===== src/sv/qdd_pkg.sv =====
package qdd_pkg;

    typedef logic [1:0]         t_pins;
    typedef logic [31:0]        t_tick;
    typedef logic signed [31:0] t_pos;
    typedef logic signed [2:0]  t_inc;
    typedef logic signed [3:0]  t_sub;

    // sub-steps per reported position step, 2 to 4
    localparam int GRANULARITY = 2;

    localparam t_sub  SUB_STEP_POS = t_sub'(GRANULARITY);
    localparam t_sub  SUB_STEP_NEG = -SUB_STEP_POS;
    localparam t_pins DETENT_HI    = 2'b11;
    localparam t_pins DETENT_LO    = 2'b00;

    function automatic logic is_detent_code(input t_pins code);
        if (GRANULARITY == 4) begin
            return code == DETENT_HI;
        end
        return (code == DETENT_HI) || (code == DETENT_LO);
    endfunction

    // transition increment, indexed by old code then new code
    function automatic t_inc inc_lookup(input t_pins last_code, input t_pins code);
        t_inc inc;
        case ({last_code, code})
            4'b0000: inc = 3'sd0;
            4'b0001: inc = 3'sd1;
            4'b0010: inc = -3'sd1;
            4'b0011: inc = 3'sd2;
            4'b0100: inc = -3'sd1;
            4'b0101: inc = 3'sd0;
            4'b0110: inc = 3'sd0;
            4'b0111: inc = 3'sd1;
            4'b1000: inc = 3'sd1;
            4'b1001: inc = 3'sd0;
            4'b1010: inc = 3'sd0;
            4'b1011: inc = -3'sd1;
            4'b1100: inc = -3'sd2;
            4'b1101: inc = -3'sd1;
            4'b1110: inc = 3'sd1;
            4'b1111: inc = 3'sd0;
            default: inc = 3'sd0;
        endcase
        return inc;
    endfunction

endpackage


===== src/sv/qdd_in_if.sv =====
interface qdd_in_if;
    logic           valid;
    logic           ready;
    qdd_pkg::t_pins pins;
    logic           enter_pressed;
    qdd_pkg::t_tick now_ms;

    modport source (output valid, output pins, output enter_pressed, output now_ms,
                    input ready);
    modport sink   (input valid, input pins, input enter_pressed, input now_ms,
                    output ready);
endinterface


===== src/sv/qdd_out_if.sv =====
interface qdd_out_if;
    logic           valid;
    logic           ready;
    qdd_pkg::t_pos  position;
    qdd_pkg::t_tick elapsed_sum;
    logic           moved;

    modport source (output valid, output position, output elapsed_sum, output moved,
                    input ready);
    modport sink   (input valid, input position, input elapsed_sum, input moved,
                    output ready);
endinterface


===== src/sv/quadrature_detent_decoder_top.sv =====
// the result word for an accepted sample word is registered and shown in the cycle after it is accepted
// throughput: one sample per cycle while the result side takes each word; the decoder state update is a registered loop
// the result register frees as it is taken, so input ready = !valid || ready at output
// reset: i_rst_n synchronous active low, clears decoder state, position, elapsed
// sum, invert mode and output valid; the first sample afterwards only captures pins
module quadrature_detent_decoder_top (
    input  logic       i_clk,
    input  logic       i_rst_n,
    input  logic       i_cfg_we,
    input  logic       i_cfg_wdata,
    qdd_in_if.sink     i_in,
    qdd_out_if.source  o_out
);

    logic            r_invert, n_invert;
    logic            r_started, n_started;
    qdd_pkg::t_pins  r_last_code, n_last_code;
    logic            r_skip, n_skip;
    qdd_pkg::t_sub   r_sub, n_sub;
    qdd_pkg::t_pos   r_position, n_position;
    qdd_pkg::t_tick  r_elapsed, n_elapsed;
    qdd_pkg::t_tick  r_change_tick, n_change_tick;
    logic            r_out_valid, n_out_valid;
    logic            r_moved, n_moved;

    logic            acc;
    qdd_pkg::t_inc   inc;
    qdd_pkg::t_sub   sum;

    assign i_in.ready = !r_out_valid || o_out.ready;
    assign acc        = i_in.valid && i_in.ready;

    always_comb begin
        n_invert      = i_cfg_we ? i_cfg_wdata : r_invert;
        n_started     = r_started;
        n_last_code   = r_last_code;
        n_skip        = r_skip;
        n_sub         = r_sub;
        n_position    = r_position;
        n_elapsed     = r_elapsed;
        n_change_tick = r_change_tick;
        n_moved       = r_moved;
        n_out_valid   = r_out_valid && !o_out.ready;

        inc = qdd_pkg::inc_lookup(r_last_code, i_in.pins);
        if (r_invert) begin
            inc = -inc;
        end
        sum = r_sub + qdd_pkg::t_sub'(inc);

        if (acc) begin
            n_out_valid = 1'b1;
            n_moved     = 1'b0;
            if (!r_started) begin
                // start-up capture, wait for detent when resting between
                n_started   = 1'b1;
                n_last_code = i_in.pins;
                n_skip      = !qdd_pkg::is_detent_code(i_in.pins);
            end else if (i_in.pins != r_last_code) begin
                if (r_skip) begin
                    if (qdd_pkg::is_detent_code(i_in.pins)) begin
                        n_last_code = i_in.pins;
                        n_skip      = 1'b0;
                    end
                end else begin
                    n_last_code = i_in.pins;
                    n_sub       = sum;
                    if (sum >= qdd_pkg::SUB_STEP_POS) begin
                        n_sub = sum - qdd_pkg::SUB_STEP_POS;
                        if (!i_in.enter_pressed) begin
                            n_position = r_position + 32'sd1;
                            n_moved    = 1'b1;
                        end
                    end else if (sum <= qdd_pkg::SUB_STEP_NEG) begin
                        n_sub = sum + qdd_pkg::SUB_STEP_POS;
                        if (!i_in.enter_pressed) begin
                            n_position = r_position - 32'sd1;
                            n_moved    = 1'b1;
                        end
                    end
                    if (n_moved) begin
                        n_elapsed     = r_elapsed + (i_in.now_ms - r_change_tick);
                        n_change_tick = i_in.now_ms;
                    end
                end
            end
        end
    end

    always_ff @(posedge i_clk) begin
        if (!i_rst_n) begin
            r_invert      <= 1'b0;
            r_started     <= 1'b0;
            r_last_code   <= '0;
            r_skip        <= 1'b0;
            r_sub         <= '0;
            r_position    <= '0;
            r_elapsed     <= '0;
            r_change_tick <= '0;
            r_out_valid   <= 1'b0;
            r_moved       <= 1'b0;
        end else begin
            r_invert      <= n_invert;
            r_started     <= n_started;
            r_last_code   <= n_last_code;
            r_skip        <= n_skip;
            r_sub         <= n_sub;
            r_position    <= n_position;
            r_elapsed     <= n_elapsed;
            r_change_tick <= n_change_tick;
            r_out_valid   <= n_out_valid;
            r_moved       <= n_moved;
        end
    end

    assign o_out.valid       = r_out_valid;
    assign o_out.position    = r_position;
    assign o_out.elapsed_sum = r_elapsed;
    assign o_out.moved       = r_moved;

`ifndef SYNTHESIS
    a_first_no_move: assert property (@(posedge i_clk) disable iff (!i_rst_n)
        (acc && !r_started) |=> (o_out.valid && !o_out.moved))
        else $error("start-up capture reported a move");

    a_skip_no_move: assert property (@(posedge i_clk) disable iff (!i_rst_n)
        (acc && r_started && r_skip) |=> !o_out.moved)
        else $error("move reported while waiting for detent");

    a_sub_range: assert property (@(posedge i_clk) disable iff (!i_rst_n)
        (r_sub < qdd_pkg::SUB_STEP_POS) && (r_sub > qdd_pkg::SUB_STEP_NEG))
        else $error("sub-step count out of range");

    a_idle_hold: assert property (@(posedge i_clk) disable iff (!i_rst_n)
        !acc |=> ($stable(r_position) && $stable(r_elapsed)))
        else $error("position or elapsed changed without a sample");

    a_move_tick: assert property (@(posedge i_clk) disable iff (!i_rst_n)
        (acc && n_moved) |=> (r_change_tick == $past(i_in.now_ms)))
        else $error("change tick not captured on move");
`endif

endmodule


===== src/flat_wrapper.sv =====
// flat-port wrapper written by rule: the top's interface ports become plain ports
module quadrature_detent_decoder_top_flat 
  (i_clk, i_rst_n, i_cfg_we, i_cfg_wdata, i_in_valid, i_in_pins, i_in_enter_pressed, i_in_now_ms, i_in_ready, o_out_valid, o_out_position, o_out_elapsed_sum, o_out_moved, o_out_ready);
  qdd_in_if i_in_i ();
  qdd_out_if o_out_i ();
  input  logic i_clk;
  input  logic i_rst_n;
  input  logic i_cfg_we;
  input  logic i_cfg_wdata;
  input wire logic [$bits(i_in_i.valid)-1:0] i_in_valid;
  input wire logic [$bits(i_in_i.pins)-1:0] i_in_pins;
  input wire logic [$bits(i_in_i.enter_pressed)-1:0] i_in_enter_pressed;
  input wire logic [$bits(i_in_i.now_ms)-1:0] i_in_now_ms;
  output wire logic [$bits(i_in_i.ready)-1:0] i_in_ready;
  output wire logic [$bits(o_out_i.valid)-1:0] o_out_valid;
  output wire logic [$bits(o_out_i.position)-1:0] o_out_position;
  output wire logic [$bits(o_out_i.elapsed_sum)-1:0] o_out_elapsed_sum;
  output wire logic [$bits(o_out_i.moved)-1:0] o_out_moved;
  input wire logic [$bits(o_out_i.ready)-1:0] o_out_ready;
  assign i_in_i.valid = i_in_valid;
  assign i_in_i.pins = i_in_pins;
  assign i_in_i.enter_pressed = i_in_enter_pressed;
  assign i_in_i.now_ms = i_in_now_ms;
  assign i_in_ready = i_in_i.ready;
  assign o_out_valid = o_out_i.valid;
  assign o_out_position = o_out_i.position;
  assign o_out_elapsed_sum = o_out_i.elapsed_sum;
  assign o_out_moved = o_out_i.moved;
  assign o_out_i.ready = o_out_ready;
  quadrature_detent_decoder_top u_core (.i_clk(i_clk), .i_rst_n(i_rst_n), .i_cfg_we(i_cfg_we), .i_cfg_wdata(i_cfg_wdata), .i_in(i_in_i), .o_out(o_out_i));
endmodule

===== config.mk =====
export PLATFORM = sky130hd
export DESIGN_NAME = quadrature_detent_decoder_top_flat
export DESIGN_NICKNAME = d
export VERILOG_FILES = /design/src/sv/qdd_pkg.sv /design/src/sv/qdd_in_if.sv /design/src/sv/qdd_out_if.sv /design/src/sv/quadrature_detent_decoder_top.sv /design/src/flat_wrapper.sv
export SDC_FILE = /design/constraint.sdc
export NUM_CORES = 1
export LEC_CHECK = 0
export BUFFER_PORTS_ARGS = -buffer_cell sky130_fd_sc_hd__clkbuf_2
export CORE_MARGIN = 4
export CORE_UTILIZATION = 59
export DETAILED_ROUTE_END_ITERATION = 10
export PLACE_DENSITY_LB_ADDON = 0.2
export SLEW_MARGIN = 5
export SYNTH_ARGS = -nofsm -noshare
export SYNTH_HDL_FRONTEND = slang
export SYNTH_SLANG_ARGS = --single-unit

===== constraint.sdc =====
create_clock -name i_clk -period 8 [get_ports i_clk]
set_clock_uncertainty 0.2 [all_clocks]
set_input_delay 1.6 -clock i_clk [delete_from_list [all_inputs] [get_ports i_clk]]
set_output_delay 1.6 -clock i_clk [all_outputs]
set_load 0.01 [all_outputs]

==> flow_summary.toml <==
[outcome]
run_status = "completed"

[placed_design]
place_inst = 1330
gp_congestion = 0.8898
dp_hpwl_mm = 13.45
io_buffers = 107

[global_routing]
grt_use_met1_pct = 32.32
grt_util_met2_pct = 37.97
first_global_vias = 6867
grt_max_degree = 97
grt_overflow = 0
track_usage_pct = 23.61
top_usage_layer = "met2"
gr-usage-met3_pct = 5.885
grt_pass1_wl_mm = 31.90
antenna_found_initial = 0

[floorplanning]
die_area_sq_mm = 0.01589
initial_core_util_pct = 61.13
rows = 42
die_w_um = 126.1
ioPinCount = 108
die_h_um = 126.1
core-area_sq_mm = 0.01345

[cells_and_area]
layout.nets = 1311
layout.cells.non_filler = 1346
syn_to_final_growth_pct = 11.53
drive_gt1_share_pct = 12.48
antenna_cells = 0
fillers = 1180

[synthesis]
synthesis.area_sq_mm = 0.008224
synth.area.mux_share_pct = 1.263
synthTopCellsByArea = "dfxtp_1 26%, ha_1 11%, nand2_1 8.4%"
syn_nets = 1227
synthArstFlopShare_pct = 0
yosysTopAreaCell = "dfxtp_1"
syn_area_per_cell_sq_um = 7.608
synthSimpleGateAreaFrac_pct = 18.00
synth_xor_area_share_pct = 5.949
synth-warning-count = 0
ys_seq_area_share_pct = 26.05
synth_top_family_by_area = "compound AO/OA/AOI/OAI gates"
synth_common_cells = "184 x nand2_1, 145 x inv_1, 128 x a21oi_1"
synth_cell_types = 57
syn_inst = 1081
synth_flop_cell = "dfxtp_1"
synth_top_area_share_pct = 26.05
synth_edf_count = 0
ys_ff_latch = 107
synth-compound-area-share_pct = 20.96
yosysMostFrequentCell = "nand2_1"
synthAdderAreaFrac_pct = 18.99

[power_and_ir_drop]
power.density_mw_per_mm2 = 201.5
swShare_pct = 38.40
comb_power_share_pct = 43.6
vdd_drop_max_mv = 0.1349
p_leak_nw = 4.322
power_switching_uw = 709.6
clkPwrFrac_pct = 25.4
power.internal_mw = 1.138
p_seq_share_pct = 31.0

[timing]
relSlewSlack_pct = 28.75
maxSlewViolCount = 0
setup_violations = 0
fmax_mhz = 134.2
hold_viol = 0
finalCriticalPeriod_ns = 7.451
tightest_slew_ns = 1.069
setup_tns_ns = 0
fin_crit_sh_pct = 93.14
whs_ns = 0.2621
rsz0062_at_grt = "false"

[drt]
drtAntennaViolNets = 0
dr_total_vias = 7271
wl_per_cell_um = 13.69
drt-initial-drc-count = 470
via_per_inst = 5.402
drc = 0
firstDrtPassIters = 5
wirelength_mm = 18.43

[clocking]
cts_sinks = 107
clk_latency_ns = 0.36
cts_made_buffers = 9
cts_resized = 0
clockBufferDepth = 2
htree_levels = 3
post-cts-setup-buffers = 0
path_clk_slew_ns = 0.07
cts_tree = "yes"
root_buffer = "clkbuf_16"
cts-hold-fix-buffers = 0

[worst_hold_path]
holdPathEnd = "u_core.o_out.moved"
hold_class = "flip-flop to flip-flop"
whs_path_depth = 2
min_from = "u_core.o_out.moved"

[setup_path]
r2r_slack_ns = 1.75
setup.worst_path.start_class = "input pin"
crit_path_max_fanout = 18
crit_path_end_kind = "flip-flop"
crit_required_ns = 8.09
r2r-end = "u_core.o_out.position[31]"
reg2reg_from = "u_core.r_last_code[1]"
rr_worst_depth = 23
cp.arrival_ns = 7.54
worstSetupPathType = "input pin to flip-flop"

[job]
cap_viol_max_count = 0
[metrics by stage]
step	setup WS, ns	total power, mW	utilization (%)	cell area (sq um)
floorplan	0.7642	1.210	-	8224
global placement	0.3635	1.378	65.92	8869
CTS	0.5591	1.859	68.18	9173
global route	0.06040	1.994	68.18	9173
detailed placement	0.2530	1.383	65.92	8869
finish	0.5490	1.848	68.18	9173
[placed cells by master, fill, tap and decap left out, drive strengths merged, types with 3 or more instances in the layout]
master and n:
a31o 3, o21a 10, clkbuf 118, and4 3, nor2b 5, and2 5, clkinv 3, a221oi 3
dfxtp 107, ha 72, a2111oi 3, xor2 29, a211oi 12, and3 4, o211ai 6, nand4 7
a21o 35, fa 33, nand3 35, nor3 11, nand2b 12, nand2 184, inv 147, o21bai 7
a21oi 128, nor3b 3, or3 10, buf 7, mux2i 7, nor2 43, xnor2 26, a211o 3
o21ai 55, nand3b 3, a31oi 10
[logic make-up after synthesis]
kind of cell,after synthesis
and+or+nand+nor,330
AOI/OAI and AO/OA,288
buffers and inverters,187
DFF,107
adders and majority gates,105
xor gates and xnor gates,55
muxes,9
[worst max-delay path, cell delays in order]
cell and delay [ns]:
clkbuf_2 0.16, inv_2 0.05, ha_1 0.31, xnor2_1 0.15, xnor2_1 0.20, inv_1 0.07
ha_1 0.27, nand2_1 0.04, o21ai_0 0.11, inv_1 0.09, fa_1 0.58, inv_1 0.10
ha_1 0.18, nand2b_1 0.07, nand3_1 0.17, and2_1 0.27, inv_1 0.52, ha_1 0.41
and4_1 0.25, a221oi_1 0.27, o21ai_0 0.14, a31o_2 0.26, a211o_1 0.32, a31oi_1 0.40
o2111ai_1 0.18, o311ai_1 0.14, mux2i_1 0.22
[power by group through the flow]
stage               combinational [mW]  clock [mW]  sequential [mW]
finish                           0.806       0.468            0.573
global route                     0.915       0.502            0.577
CTS                              0.805       0.481            0.574
detailed placement               0.797           0            0.586
global placement                 0.792           0            0.586
floorplan                        0.624           0            0.587
[state kept, by name, indices dropped and copies added (netlist names)]
register	count
u_core.o_out.valid	1
u_core.r_last_code	2
u_core.r_invert	1
u_core.r_sub	4
u_core.o_out.position	32
u_core.r_started	1
u_core.r_skip	1
u_core.r_change_tick	32
u_core.o_out.moved	1
u_core.o_out.elapsed_sum	32
[area by class of cell]
class                   count  area, sq um  share of cell area [%]
clock inverters             5        61.31                  0.6684
repair buffers            114        588.1                   6.411
multi-input cells         787         5370                   58.55
flip-flops and latches    107         2142                   23.35
inverters                 146        548.0                   5.975
clock buffers              11        242.7                   2.646
well taps                 176        220.2                   2.401
[worst max path at each step]
stage                       startpoint                   endpoint  cells past startpoint
final                     i_in_pins[1]  u_core.o_out.position[31]                     27
after detailed placement  i_in_pins[1]  u_core.o_out.position[30]                     27
after floorplan           i_in_pins[0]  u_core.o_out.position[31]                     27
after global routing      i_in_pins[1]  u_core.o_out.position[30]                     27
after global placement    i_in_pins[1]  u_core.o_out.position[30]                     27
after CTS                 i_in_pins[1]  u_core.o_out.position[31]                     27
[routing by layer]
| metal | part of all wire [%] | wire (um) |
|---|---|---|
| met2 | 46 | 8484 |
| met5 | 0 | 0 |
| met4 | 1.1 | 201 |
| met3 | 4.6 | 839 |
| met1 | 48 | 8903 |
Power figures use the tool's default switching activity.
